==> src/rtl/grg_log_cell.sv <==
// Gamma ramp generator: one log2 fraction cell (square, renormalise, bit).
// Uses no package items.
module grg_log_cell #(
	parameter int unsigned K     = 1,
	parameter int unsigned TAG_W = 6
) (
	input  logic             clk,
	input  logic             en,
	input  logic [30:0]      m_in,
	input  logic [15:0]      frac_in,
	input  logic [TAG_W-1:0] tag_in,
	output logic [30:0]      m_out,
	output logic [15:0]      frac_out,
	output logic [TAG_W-1:0] tag_out
);

	localparam logic [15:0] FBIT = 16'(1) << (16 - K);

	logic [61:0] sq;
	logic [31:0] s;

	assign sq = 62'(m_in) * 62'(m_in);
	assign s  = sq[61:30];

	always_ff @(posedge clk) begin
		if (en) begin
			m_out    <= s[31] ? s[31:1] : s[30:0];
			frac_out <= s[31] ? (frac_in | FBIT) : frac_in;
			tag_out  <= tag_in;
		end
	end

endmodule

==> config.mk <==
export PLATFORM = sky130hd
export DESIGN_NAME = grg_log_cell
export DESIGN_NICKNAME = d
export VERILOG_FILES = /design/src/rtl/grg_log_cell.sv
export SDC_FILE = /design/constraint.sdc
export NUM_CORES = 2
export LEC_CHECK = 0
export BUFFER_PORTS_ARGS = -buffer_cell sky130_fd_sc_hd__buf_4
export CAP_MARGIN = 30
export CORE_MARGIN = 2
export CORE_UTILIZATION = 65
export CTS_BUF_LIST = sky130_fd_sc_hd__clkbuf_8
export CTS_CLUSTER_SIZE = 16
export DETAILED_ROUTE_END_ITERATION = 10
export PLACE_DENSITY = 0.92
export SLEW_MARGIN = 20
export SYNTH_ARGS = -nofsm -noshare
export SYNTH_HDL_FRONTEND = slang
export SYNTH_SLANG_ARGS = --single-unit
==> constraint.sdc <==
create_clock -name clk -period 8.5 [get_ports clk]
set_input_delay 0 -clock clk [delete_from_list [all_inputs] [get_ports clk]]
set_output_delay 0 -clock clk [all_outputs]
set_load 0.005 [all_outputs]
==> flow_metrics.env <==
export IMPL_status="complete, no violations"
export IMPL_crit_path_start_kind="primary input"
export IMPL_critical_path_class="in -> reg"
export IMPL_ys_seq_area_share_pct=5.51
export IMPL_maxCapViolations=0
export IMPL_die_w_um=215
export IMPL_hpwl_mm=60.4
export IMPL_drive_gt1_share_pct=5.01
export IMPL_first_global_vias=25400
export IMPL_max_slew_margin_rel_pct=52.8
export IMPL_cts_tree="yes"
export IMPL_postSynth_asyncResetShare_pct=0
export IMPL_row_count=77
export IMPL_core_sq_mm=0.0440
export IMPL_synth_edff_count=53
export IMPL_routedWlPerCell_um=21.0
export IMPL_initial_core_util_pct=65.6
export IMPL_grt_use_total_pct=35.1
export IMPL_gp_congestion=0.955
export IMPL_grt_ovfl_total=0
export IMPL_path_clk_slew_ps=100
export IMPL_ys_flop_type="edfxtp_1"
export IMPL_antenna_found_initial=1
export IMPL_required_ps=8630
export IMPL_hold_class="in -> reg"
export IMPL_die_area_sq_mm=0.0461
export IMPL_yosys_top_cells_area="fa_1 (52%), inv_1 (12%), ha_1 (12%)"
export IMPL_yosys_warnings=0
export IMPL_min_from="en"
export IMPL_fmax_mhz=122
export IMPL_fillers=2916
export IMPL_synth_top_cell_area_share_pct=51.8
export IMPL_period_minus_slack_ps=8210
export IMPL_diodes=0
export IMPL_dr_total_vias=21300
export IMPL_ioPinCount=108
export IMPL_die_y_um=215
export IMPL_worst_pin_slew_ps=702
export IMPL_postCtsSetupBuffers=0
export IMPL_grt_max_degree=54
export IMPL_yosysTopAreaCell="fa_1"
export IMPL_fin_crit_sh_pct=96.6
export IMPL_grt_pass1_wl_mm=126
export IMPL_ys_types=76
export IMPL_drtIter0Drc=1801
export IMPL_syn2layout_area_growth_pct=5.07
export IMPL_finalHoldViolations=0
export IMPL_routed_via_density=5.84
export IMPL_rsz0062_at_grt="no"
export IMPL_cts_buffer_depth=2
export IMPL_cts_htree_levels=2
export IMPL_finalSetupTns_ps=0
export IMPL_wirelength_mm=76.7
export IMPL_syn_inst=3022
export IMPL_min_path_cells=1
export IMPL_clock_sinks=53
export IMPL_avgSynthCellArea_sq_um=9.55
export IMPL_syn_num_nets=4093
export IMPL_worst_setup_path_end_kind="register"
export IMPL_fin_nets=4126
export IMPL_cts_buffers=5
export IMPL_antenna_left=0
export IMPL_holdPathEnd="m_out[27]"
export IMPL_critPathMaxFanout=29
export IMPL_root_buffer="clkbuf_8"
export IMPL_yosysMostFrequentCell="inv_1"
export IMPL_first_pass_iters=6
export IMPL_critPathArrivalTime_ps=8340
export IMPL_drv_slew=0
export IMPL_ys_seq_elements=53
export IMPL_synth_common_cells="inv_1 (918), fa_1 (747), nand2_1 (329)"
export IMPL_drcViolationCount=0
export IMPL_syn_area_sq_mm=0.0289
export IMPL_finalSetupViolations=0
export IMPL_port_buffers=107
-- logic make-up (layout without fill, tap and decap cells) --
| family | after synthesis | after routing | synth area share, % |
|---|---|---|---|
| buf+inv | 1029 | 1063 | 13.5 |
| xor+xnor | 56 | 56 | 1.76 |
| simple gates | 665 | 665 | 11.0 |
| mux | 11 | 11 | 0.394 |
| flops | 53 | 53 | 5.51 |
| compound gates | 192 | 192 | 4.40 |
| fa+ha+maj | 1016 | 1016 | 63.5 |
-- cells in the final DEF, fill, tap and decap left out, types with 6 or more instances in the layout --
cell / count
inv_1: 918
fa_1: 747
nand2_1: 329
ha_1: 269
and2_1: 189
buf_4: 114
nor2_1: 66
a21oi_1: 64
edfxtp_1: 53
xnor2_1: 30
xor2_1: 24
o21ai_0: 24
dlygate4sd3_1: 22
nand3_1: 18
a21o_1: 17
nand4_1: 15
o21ai_1: 14
o21bai_1: 10
a31oi_1: 9
mux2i_1: 8
and3_1: 8
nor2b_1: 7
or2_2: 6
nand2b_1: 6
a211oi_1: 6
-- metrics by stage --
stage | hold WS (ps) | util [%] | cells | worst slack (ps) | cell area, sq um
after floorplan | 98.9 | - | 3022 | 1230 | 28900
after global placement | 178 | 68.2 | 3618 | 346 | 30000
after detailed placement | 180 | 68.2 | 3618 | 62.2 | 30000
after CTS | 242 | 68.9 | 3648 | 390 | 30300
after global routing | 259 | 68.9 | 3648 | 47.4 | 30300
final | 245 | 68.9 | 3648 | 293 | 30300
-- worst max path at each step --
stage               startpoint         to  slack, ps  cells after the start
global route           m_in[8]  m_out[23]         50                     25
finish                 m_in[8]  m_out[23]        290                     25
CTS                   m_in[15]  m_out[23]        390                     25
floorplan             m_in[25]  m_out[19]       1230                     27
detailed placement    m_in[15]  m_out[23]         60                     25
global placement      m_in[15]  m_out[19]        350                     24
-- final cells by class --
type | instances | area (sq um) | share of cell area [%]
multi-input combinational | 1940 | 23400 | 77.1
tap | 592 | 741 | 2.44
sequential | 53 | 1590 | 5.25
timing repair buffer | 136 | 1080 | 3.55
clock inverter | 3 | 12.5 | 0.0412
inverter | 919 | 3450 | 11.4
clock buffer | 5 | 68.8 | 0.227
-- critical path: stages --
cell and delay, ps:
buf_4 410, inv_1 390, nor2_1 330, fa_1 500, fa_1 540, inv_1 50, fa_1 560, fa_1 480
fa_1 560, inv_1 60, fa_1 450, fa_1 540, fa_1 440, ha_1 380, nand2_1 90, o21ai_1 290
o22ai_1 200, o22ai_1 390, o21bai_2 220, a211oi_4 350, o21ai_4 140, xor2_2 140, buf_4 340, a21oi_1 100
a2111oi_2 350
-- timing repair --
action                                  CTS  global route
endpoints found under the setup margin    0             2
hold buffers                             22             0
endpoints found under the hold margin    22             0
gates resized for setup                   0             1
-- flip-flops by register name (all words and copies together), names as in the netlist --
signal and flops:
m_out 31, frac_out 16, tag_out 6
-- layer usage --
layer  vias up  GRT usage (%)  routed length, um
met5         -              0                  0
met4         0           24.5               6320
li1       8819              -                  -
met1     10600           38.8              24100
met2      1366           61.0              39000
met3       523           6.94               7250
Power is left out: the tool's default activity adds up to more than one toggle a clock period on the data nets, which glitch-free logic cannot reach.
