$ cat config.mk
export PLATFORM = sky130hd
export DESIGN_NAME = grg_exp_cell
export DESIGN_NICKNAME = d
export VERILOG_FILES = /design/src/rtl/grg_pkg.sv /design/src/rtl/grg_exp_cell.sv
export SDC_FILE = /design/constraint.sdc
export NUM_CORES = 1
export LEC_CHECK = 0
export BUFFER_PORTS_ARGS = -buffer_cell sky130_fd_sc_hd__buf_2
export CAP_MARGIN = 20
export CORE_MARGIN = 1.5
export CORE_UTILIZATION = 45
export DETAILED_ROUTE_END_ITERATION = 10
export GPL_TIMING_DRIVEN = 0
export HOLD_SLACK_MARGIN = 0.03
export REMOVE_ABC_BUFFERS = 1
export SKIP_LAST_GASP = 1
export SYNTH_ARGS = -nofsm -noshare
export SYNTH_HDL_FRONTEND = slang
export SYNTH_SLANG_ARGS = --single-unit
$ cat constraint.sdc
create_clock -name clk -period 17.76 [get_ports clk]
set_input_delay 2.664 -clock clk [delete_from_list [all_inputs] [get_ports clk]]
set_output_delay 2.664 -clock clk [all_outputs]
set_load 0.02 [all_outputs]
$ cat src/rtl/grg_pkg.sv
// Gamma ramp generator: shared types, register indexes and constants.
// Holds the elaboration-time root table used by the exp2 cells.
// No dependencies.
package grg_pkg;

	typedef logic [2:0] reg_idx_t;

	localparam reg_idx_t REG_RAMP_ENTRIES  = 3'd0;
	localparam reg_idx_t REG_RED_WEIGHT    = 3'd1;
	localparam reg_idx_t REG_GREEN_WEIGHT  = 3'd2;
	localparam reg_idx_t REG_BLUE_WEIGHT   = 3'd3;
	localparam reg_idx_t REG_INVERSE_GAMMA = 3'd4;

	localparam logic [12:0] RAMP_RESET   = 13'd256;
	localparam logic [15:0] WEIGHT_RESET = 16'd32768;
	localparam logic [15:0] IGAMMA_RESET = 16'd4096;

	localparam logic [30:0] ONE_Q30    = 31'h4000_0000;
	localparam logic [15:0] FULL_SCALE = 16'hFFFF;

	// tag carried through the log2 cells
	typedef struct packed {
		logic       zero;
		logic [4:0] msb;
	} log_tag_t;

	// tag carried through the exp2 cells
	typedef struct packed {
		logic       zero;
		logic       hi;
		logic       under;
		logic [5:0] sh;
	} exp_tag_t;

	function automatic logic [63:0] isqrt64(input logic [63:0] x_in);
		logic [63:0] x;
		logic [63:0] res;
		logic [63:0] bitv;
		x    = x_in;
		res  = 64'd0;
		bitv = 64'd1 << 62;
		for (int i = 0; i < 32; i++) begin
			if (x >= res + bitv) begin
				x   = x - (res + bitv);
				res = (res >> 1) + bitv;
			end else begin
				res = res >> 1;
			end
			bitv = bitv >> 2;
		end
		return res;
	endfunction

	// 2^(2^-k) in Q1.30, by repeated integer square root
	function automatic logic [30:0] exp_root(input int unsigned k);
		logic [63:0] c;
		c = 64'd1 << 31;
		for (int unsigned j = 1; j <= k; j++) begin
			c = isqrt64(c << 30);
		end
		return c[30:0];
	endfunction

endpackage

$ cat src/rtl/grg_exp_cell.sv
// Gamma ramp generator: one exp2 cell, multiplies by a fixed root if its bit is set.
// Depends on grg_pkg (exp_root).
module grg_exp_cell #(
	parameter int unsigned K     = 1,
	parameter int unsigned TAG_W = 9
) (
	input  logic             clk,
	input  logic             en,
	input  logic [30:0]      m_in,
	input  logic [15:0]      fp_in,
	input  logic [TAG_W-1:0] tag_in,
	output logic [30:0]      m_out,
	output logic [15:0]      fp_out,
	output logic [TAG_W-1:0] tag_out
);

	localparam logic [30:0] ROOT = grg_pkg::exp_root(K);
	localparam int unsigned BIT  = 16 - K;

	logic [61:0] prod;

	assign prod = 62'(m_in) * 62'(ROOT);

	always_ff @(posedge clk) begin
		if (en) begin
			m_out   <= fp_in[BIT] ? prod[60:30] : m_in;
			fp_out  <= fp_in;
			tag_out <= tag_in;
		end
	end

endmodule

==> flow_metrics.env <==
export IMPL_hold_viol=0
export IMPL_drt_wl_total_mm=45.1
export IMPL_cap_viol_max_count=0
export IMPL_ys_seq_area_frac=0.0922
export IMPL_avgViaCountPerCell=5.14
export IMPL_cp_end_kind="flip-flop"
export IMPL_dr_pass1_iters=5
export IMPL_critPathSlowestCell="o31ai_1"
export IMPL_multi_input_comb_area_um2=14500
export IMPL_hold_start="fp_in[3]"
export IMPL_cts_root_buf="clkbuf_16"
export IMPL_fin_crit_ps=10070
export IMPL_io_pins=114
export IMPL_yosys_register_bits=56
export IMPL_drive_gt1_frac=0.0800
export IMPL_syn_inst=1768
export IMPL_hp_class="in -> reg"
export IMPL_hold_buffers=0
export IMPL_hold_depth=1
export IMPL_vias=12300
export IMPL_synth_avg_cell_area_um2=10.3
export IMPL_finalWeightedCongestion=0.898
export IMPL_drt_iter0_markers=500
export IMPL_synthTopCellsByArea="fa_1 36%, ha_1 28%, inv_1 11%"
export IMPL_finalWorstSetupSlack_ps=7690
export IMPL_first_global_vias=14100
export IMPL_tightest_slew_ps=998
export IMPL_core_area_um2=39800
export IMPL_die_area_um2=41800
export IMPL_final_net_count=2674
export IMPL_cts_htree_levels=2
export IMPL_cts_made_buffers=5
export IMPL_syn_area_um2=18200
export IMPL_antenna_left=0
export IMPL_port_buffers=113
export IMPL_grt_pass1_wl_mm=74.9
export IMPL_yosysTopAreaCell="fa_1"
export IMPL_required_ps=17800
export IMPL_route_detailed_drc=0
export IMPL_clk_pin_slew_ps=70
export IMPL_yosysWarnings=0
export IMPL_ys_types=61
export IMPL_period_share=0.567
export IMPL_holdPathEnd="fp_out[3]$_DFFE_PP_"
export IMPL_fillCellCount=3798
export IMPL_yosysMostFrequentCell="inv_1"
export IMPL_fmax_mhz=99.3
export IMPL_crit_path_start_kind="input port"
export IMPL_maxSlewHeadroom=0.329
export IMPL_synth_edff_count=56
export IMPL_cp_max_fo=10
export IMPL_die_w_um=204
export IMPL_setup_viol=0
export IMPL_drv_slew=0
export IMPL_cp_common_cell="fa_1"
export IMPL_antenna_found_initial=1
export IMPL_dp_hpwl_mm=38.6
export IMPL_grt_setup_unrepaired="no"
export IMPL_crit_type="in -> reg"
export IMPL_worstPathCellList="buf_2, ha_1, fa_1, inv_1, fa_1, inv_1, fa_1, inv_1, fa_1, inv_1, fa_1, fa_1, inv_1, fa_1, inv_1, ha_1, a21oi_1, o21ai_0, o31ai_1, a21oi_1, and2b_1, nor2_1, a311o_1"
export IMPL_synth_top_cell_area_share=0.362
export IMPL_synth_ff_type="edfxtp_1"
export IMPL_grt_max_degree=37
export IMPL_clk_path_buf_depth=2
export IMPL_clock_sinks=56
export IMPL_track_usage=0.233
export IMPL_postCtsResizedCells=0
export IMPL_synthArstFlopShare=0
export IMPL_cp_arrival_ps=10100
export IMPL_num_antenna_cells=0
export IMPL_crit_path_max_incr_delay_ps=850
export IMPL_tritoncts="done"
export IMPL_dp_slack_ps=7460
export IMPL_final_seq_area_um2=1680
export IMPL_start_util=0.458
export IMPL_synthTopCellsByCount="541 x inv_1, 413 x ha_1, 330 x fa_1, 59 x a21oi_1, 56 x edfxtp_1"
export IMPL_fp_row_count=73
export IMPL_grt_overflow=0
export IMPL_wl_per_cell_um=18.8
export IMPL_die_h_um=204
export IMPL_post_cts_buffers=0
export IMPL_tns_ps=0
export IMPL_area_delta_synth_final_pct=7.24
export IMPL_status="finished, final reports clean"
[kinds of logic after synthesis]
family	after synthesis	synth area share
compound gates	189	0.0689
xor+xnor	50	0.0240
fa+ha+maj	743	0.645
buf+inv	557	0.115
flops	56	0.0922
mux	21	0.0128
simple gates	152	0.0418
[final cells by class]
cell class,count,area share
Inverter,541,0.104
Clock buffer,6,0.00659
Sequential cell,56,0.0859
Clock inverter,2,0.000831
Multi-Input combinational cell,1155,0.739
Tap cell,525,0.0336
Timing Repair Buffer,114,0.0299
[critical path: cells and delay by family]
kind	cells	cell delay (ps)
adder cells (fa/ha/maj)	9	4400
AO/OA/AOI/OAI	5	1780
buffers and inverters	7	760
AND/OR/NAND/NOR	2	470
[layer usage]
metal / global-route usage / vias up / part of all wire
met2: 0.428 / 254 / 0.52
met1: 0.296 / 6213 / 0.43
met4: 0.0391 / 2 / 0.017
met3: 0.0295 / 49 / 0.041
li1: - / 5809 / -
met5: 0 / - / 0.00018
[flip-flops by register name, indices dropped and copies added (netlist names)]
| register | cells |
|---|---|
| fp_out | 16 |
| tag_out | 9 |
| m_out | 31 |
[worst max path at each step]
stage	cells past startpoint	endpoint	slack, ps	from
global placement	23	m_out[25]$_DFFE_PP_	7420	m_in[18]
CTS	23	m_out[25]$_DFFE_PP_	7730	m_in[19]
global route	23	m_out[25]$_DFFE_PP_	7340	m_in[19]
detailed placement	23	m_out[25]$_DFFE_PP_	7460	m_in[19]
finish	23	m_out[25]$_DFFE_PP_	7690	m_in[19]
floorplan	24	m_out[27]$_DFFE_PP_	8730	m_in[18]
[through the flow]
step           cells  hold WS (ps)   util  area [um^2]
2_1_floorplan   1752          2760      -        18200
3_3_place_gp    2390          2840  0.487        19400
3_5_place_dp    2391          2840  0.488        19400
4_1_cts         2399          2530  0.491        19600
5_1_grt         2399          2530  0.491        19600
6_report        2399          2540  0.491        19600
[placed cells by master (no fill, tap or decap), types with 8 or more instances in the layout]
cell	netlist	final
o211ai_1	8	8
o21ai_1	9	9
fa_1	330	330
a31oi_1	8	8
o21bai_1	8	8
a21oi_1	59	59
nand4_1	11	11
edfxtp_1	56	56
a21o_1	34	34
buf_2	2	113
and3_1	13	13
mux2_2	19	19
and2_1	12	12
nand3_1	20	20
ha_1	413	413
xnor2_1	27	27
o21ai_0	19	19
inv_1	541	541
nand2_1	46	46
xor2_1	23	23
nor2_1	25	25
Power is left out: the tool's default activity adds up to more than one toggle a clock period on the data nets, which glitch-free logic cannot reach.
