<file path="src/rtl/grg_div_cell.sv">
// Gamma ramp generator: one restoring-division cell, one quotient bit.
// Uses no package items.
module grg_div_cell (
	input  logic        clk,
	input  logic        en,
	input  logic [12:0] d,
	input  logic [13:0] rem_in,
	input  logic [16:0] q_in,
	output logic [12:0] rem_out,
	output logic [16:0] q_out
);

	logic        ge;
	logic [13:0] diff;

	assign ge   = rem_in >= {1'b0, d};
	assign diff = rem_in - {1'b0, d};

	always_ff @(posedge clk) begin
		if (en) begin
			rem_out <= ge ? diff[12:0] : rem_in[12:0];
			q_out   <= {q_in[15:0], ge};
		end
	end

endmodule

</file>
<file path="config.mk">
export PLATFORM = sky130hd
export DESIGN_NAME = grg_div_cell
export DESIGN_NICKNAME = d
export VERILOG_FILES = /design/src/rtl/grg_div_cell.sv
export SDC_FILE = /design/constraint.sdc
export NUM_CORES = 1
export LEC_CHECK = 0
export CAP_MARGIN = 5
export CORE_UTILIZATION = 45
export DETAILED_ROUTE_END_ITERATION = 10
export DONT_BUFFER_PORTS = 1
export SKIP_LAST_GASP = 1
export SYNTH_ARGS = -nofsm -noshare
export SYNTH_HDL_FRONTEND = slang
export SYNTH_SLANG_ARGS = --single-unit
export TNS_END_PERCENT = 5
</file>
<file path="constraint.sdc">
create_clock -name clk -period 3.2 [get_ports clk]
set_input_delay 0.64 -clock clk [delete_from_list [all_inputs] [get_ports clk]]
set_output_delay 0.64 -clock clk [all_outputs]
set_load 0.01 [all_outputs]
</file>
==> run metrics, run 1 <==
status=complete, no violations; Comb power frac=17.2%; Pwr per Cell Area=570 nW/um^2; register bit count reported by yosys=30; final core utilization=51.9%; post-synth top area share=51.5%; clk root buf=clkbuf_8; post-CTS sizing=0; CP top delay family=compound AO/OA/AOI/OAI gates; antenna cells=0; Critical Path Source Type=primary input; hold path cells=0; port bufs=0; Remaining Overflow, GRT=0; Synth top cells by count=edfxtp_1 (30), inv_1 (15), ha_1 (13); Netlist cell types=40; cts bufs inserted=5; CP Cell Sequence=inv_1 > ha_1 > fa_1 > nand2b_1 > a21oi_2 > o21ai_2 > a211oi_2 > o32a_2 > buf_4 > mux2_2; Final min period=2.59 ns; chip width=64.4 um; num rows=22; worst-path maximum fanout=7; Post-CTS Hold Buffers=0; routed vias=1,074; largest net degree at the start of global routing=31; Sum Neg Setup Slack=0 ns; syn_nets=198; Routed Antenna Nets=0; routability congestion estimate=0.772; CTS Sinks=30; Worst Hold Slack=0.448 ns; chip height=64.4 um; power share of the clock group=34.2%; Int Pwr=822 uW; deepest clock path buffer count=2; YS warnings=0; switch share=24.7%; Post-synth ARST share=0%; final setup violation count=0; Via-to-Cell Ratio=5.51; CP peak stage delay=0.40 ns; Layout area overhead=9.36%; post-DR wirelength/cell=15.5 um; most frequent cell after synthesis=edfxtp_1; critical path depth in cells=10; number of flops mapped to enable cells by yosys=30; placed cell count=187; Starting Density=47.5%; Req. time, crit path=3.24 ns; Worst Path Buf+Inv=2; max-slew violation count=0; Fin. Hold Viols=0; area leader, netlist=edfxtp_1; Final #Nets=206; Critical Path End Type=flip-flop; drc violations=0; RSZ-0062 raised after global routing=no; number of DRC markers in iteration 0=73; number of global-route vias before repair=981; Non-Filler Instances=195; period utilization=80.9%; # H-tree levels=2; Max Fclk=386 MHz; Mapped Cells=138; CTS tree=built; all-layer global routing usage=15.2%; clock slew seen by the registers of the worst setup and hold paths=0.07 ns; register share of total power=48.7%; Post-CTS Setup Inserts=0; I/O pin cnt=76; MaxCap Viol Count=0; fill count=334; initial antenna violation count=0; HP Class=in -> reg; layout cells sized above 1=17.7%; Seq/Total Area, Yosys=51.5%; DP HPWL=2270 um; Avg Inst Size Synth=12.7 um^2; Net Switching=269 uW; Main synth FF type=edfxtp_1; DRT Wirelength=3030 um; Worst-Margin Slew=0.384 ns; worst path arrival time=2.63 ns; Core Area=3690 um^2; Synth area leaders=edfxtp_1 (51%), ha_1 (9.3%), mux2_4 (6.0%), inv_1 (3.2%), xor2_1 (2.5%); die area=4140 um^2; critical path type=in -> reg; Leak=0.000790 uW; Peak supply drop=176 uV; Slew headroom=74.1%; router iterations before antenna repair=4; highest-delay cell along the critical path=fa_1; first-pass GRT wire length=4620 um; cell area after synthesis=1750 um^2
-- placed cells by master, fill, tap and decap left out, types with 2 or more instances in the layout --
cell      synthesis  final
mux2_4            7      7
xnor2_1           4      4
nor2_1            8      8
clkbuf_8          0      5
edfxtp_1         30     30
inv_1            15     15
nand3_1           2      2
a211oi_1          2      2
a21oi_1           8      8
clkinv_2          0      2
buf_4             0      2
nor2b_1           2      2
nor3_1            2      2
o21ai_0           4      4
nand2b_1          3      3
mux2i_1           2      2
mux2_2            3      3
nand2_1           4      4
a21o_1            2      2
xor2_1            5      5
ha_1             13     13
-- final cells by class --
class                           count  area (um^2)  area share (%)
Clock buffer                        5         68.8            3.59
Clock inverter                      3         40.0            2.09
Inverter                           15         56.3            2.94
Multi-Input combinational cell     92          773            40.4
Sequential cell                    30          901            47.1
Tap cell                           48         60.1            3.14
Timing Repair Buffer                2         15.0           0.784
-- per-layer routing --
metal	global-route usage, %	wire [um]	vias up
met5	0	0	-
met4	6.67	47	0
met3	6.96	241	6
met2	23.6	1400	60
met1	18.0	1340	487
li1	-	-	521
-- flip-flops by register name, summed over array words and instances (netlist names) --
name	flops
q_out	17
rem_out	13
-- power groups by stage --
stage	Sequential (uW)	Clock [uW]	Combinational (uW)
2_1_floorplan	535	0	165
3_3_place_gp	540	0	184
3_5_place_dp	540	0	187
4_1_cts	532	384	189
5_1_grt	535	397	208
6_report	531	373	187
-- cells by family (layout without fill, tap and decap cells) --
family	count (synthesis)	after routing	synth area share (%)
simple gates	30	30	9.44
compound gates	26	26	10.1
flops	30	30	51.5
xor+xnor	9	9	4.50
buf+inv	16	25	4.36
mux	13	13	9.72
fa+ha+maj	14	14	10.4
-- path summary, 6_finish.rpt --
check             startpoint              endpoint  slack (ns)
setup / recovery   rem_in[0]  rem_out[2]$_DFFE_PP_        0.61
hold / removal       q_in[1]    q_out[2]$_DFFE_PP_        0.45
-- metrics by stage --
step                      total power, uW  worst slack (ns)  cell area (um^2)
after global routing                 1140             0.482              1910
after detailed placement              727             0.272              1810
after floorplan                       700             0.454              1750
after CTS                            1110             0.590              1910
after global placement                723             0.307              1810
final                                1090             0.611              1910
(Power assumes the default switching activity.)
==> inputs of run 2 (changes only) <==
- clock period: 3.2 -> 2.2 ns (I/O delays scaled with it)
==> run 2 against run 1 <==
  * The flow now finishes with violations (setup timing)
  * Worst hold slack got worse by 0.20 ns
  * Clock-buffer cell count is the same
  * Via count up 6.8%
  * Sequential cell count unchanged
  * Power increased by 52%
  * Utilization rose by 4.9 points
  * Critical path type unchanged
==> run metrics, run 2 (synthesized netlist as in run 1, its figures left out) <==
worst-path maximum fanout=6; HP Class=in -> reg; Remaining Overflow, GRT=0; worst hold endpoint=q_out[13]$_DFFE_PP_; Fin. Hold Viols=0; chip height=64.4 um; initial antenna violation count=0; dpl ws=-0.386 ns; final setup violation count=11; drc violations=0; port bufs=0; MaxCap Viol Count=0; routability congestion estimate=0.791; Layout area overhead=19.7%; clk root buf=clkbuf_8; largest net degree at the start of global routing=31; Leak=0.000893 uW; number of DRC markers in iteration 0=71; Core Area=3690 um^2; Routed Antenna Nets=0; I/O pin cnt=76; first-pass GRT wire length=5290 um; RSZ-0062 raised after global routing=yes; Worst-Margin Slew=0.458 ns; layout cells sized above 1=27.8%; max-slew violation count=0; Worst Hold Slack=0.248 ns; wire length on met1=1460 um; most common cell after layout, fill and taps aside=edfxtp_1; area of the multi-input gates=850 um^2; router iterations before antenna repair=4; antenna cells=0; CTS tree=built; DRT Wirelength=3420 um; all-layer global routing usage=17.2%; Slew headroom=69.1%; met3 WL=262 um; # H-tree levels=2; period utilization=102%; Final min period=2.25 ns; design area=2100 um^2; hold path cells=0; worst setup margin=-0.0476 ns; Top Layer Used=met4; Largest regs=q_out: 17 flops, rem_out: 13 flops; status=finished, violations left; failing checks=setup timing; fill count=328; met2 WL=1640 um; Peak supply drop=281 uV; number of global-route vias before repair=1,145; DP HPWL=2470 um; worst path arrival time=2.27 ns; routed vias=1,147; Final #Nets=221; final core utilization=56.8%; Pwr per Cell Area=792 nW/um^2; die area=4140 um^2; FF/Latch Area=901 um^2; hold path start=q_in[12]; Placement Cell Area=1930 um^2; commonest cells after routing, fill and taps aside=edfxtp_1 (30), buf_4 (16), inv_1 (15); critical path type=in -> reg; num rows=22; Critical Path End Type=flip-flop; post-DR wirelength/cell=16.3 um; Critical Path Source Type=primary input; CTS Sinks=30; Max Fclk=445 MHz; max reg flops=17; Starting Density=47.5%; register name with the most flops=q_out; Req. time, crit path=2.22 ns; Via-to-Cell Ratio=5.46; deepest clock path buffer count=2; cts bufs inserted=5; chip width=64.4 um; clock slew seen by the registers of the worst setup and hold paths=0.07 ns
==> run 2: area by class of cell <==
cell class              count  share of cell area, %
well taps                  48                   2.87
repair buffers             16                   5.73
clock inverters             3                   1.91
multi-input cells          93                   40.5
flip-flops and latches     30                   43.0
inverters                  15                   2.69
clock buffers               5                   3.28
==> run 2: stage by stage <==
stage | instances | power, uW | setup TNS, ns
global placement | 200 | 1090 | -4.09
CTS | 210 | 1670 | -0.681
detailed placement | 200 | 1100 | -4.55
floorplan | 138 | 1030 | -2.83
finish | 210 | 1660 | -0.430
global route | 210 | 1730 | -0.868
==> run 2: repair_timing <==
item / in CTS / in global routing
setup buffers: 1 / 0
pin swaps: 2 / 1
gates cloned: 1 / 0
gates resized for setup: 6 / 2
hold buffers: 0 / 0
endpoints found under the setup margin: 12 / 13
==> run 2: layer usage <==
metal  vias to the layer above  global-route usage, %
li1                        555                      -
met1                       525                   19.5
met2                        61                   28.7
met3                         6                   6.79
met4                         0                   6.94
met5                         -                      0
==> run 2: worst max-delay path, cell delays in order <==
cell,delay (ns)
inv_1,0.03
ha_2,0.18
fa_2,0.34
nand2b_4,0.16
a21oi_4,0.14
o21ai_2,0.09
a211oi_4,0.29
o32a_4,0.30
mux2_4,0.31
==> run 2: power by group <==
| part | leakage, uW | switching [uW] | internal [uW] |
|---|---|---|---|
| clock network | 0.0000579 | 210 | 333 |
| logic | 0.000542 | 150 | 193 |
| registers | 0.000294 | 56.2 | 717 |
| total | 0.000893 | 416 | 1240 |
==> run 2: how the worst max path moves through the flow <==
stage / startpoint / end / cells after the start
final: rem_in[0] / rem_out[7]$_DFFE_PP_ / 9
after global routing: rem_in[0] / rem_out[7]$_DFFE_PP_ / 9
after CTS: rem_in[0] / rem_out[6]$_DFFE_PP_ / 9
after detailed placement: rem_in[0] / rem_out[3]$_DFFE_PP_ / 9
after global placement: rem_in[0] / rem_out[2]$_DFFE_PP_ / 9
after floorplan: rem_in[0] / rem_out[10]$_DFFE_PP_ / 10
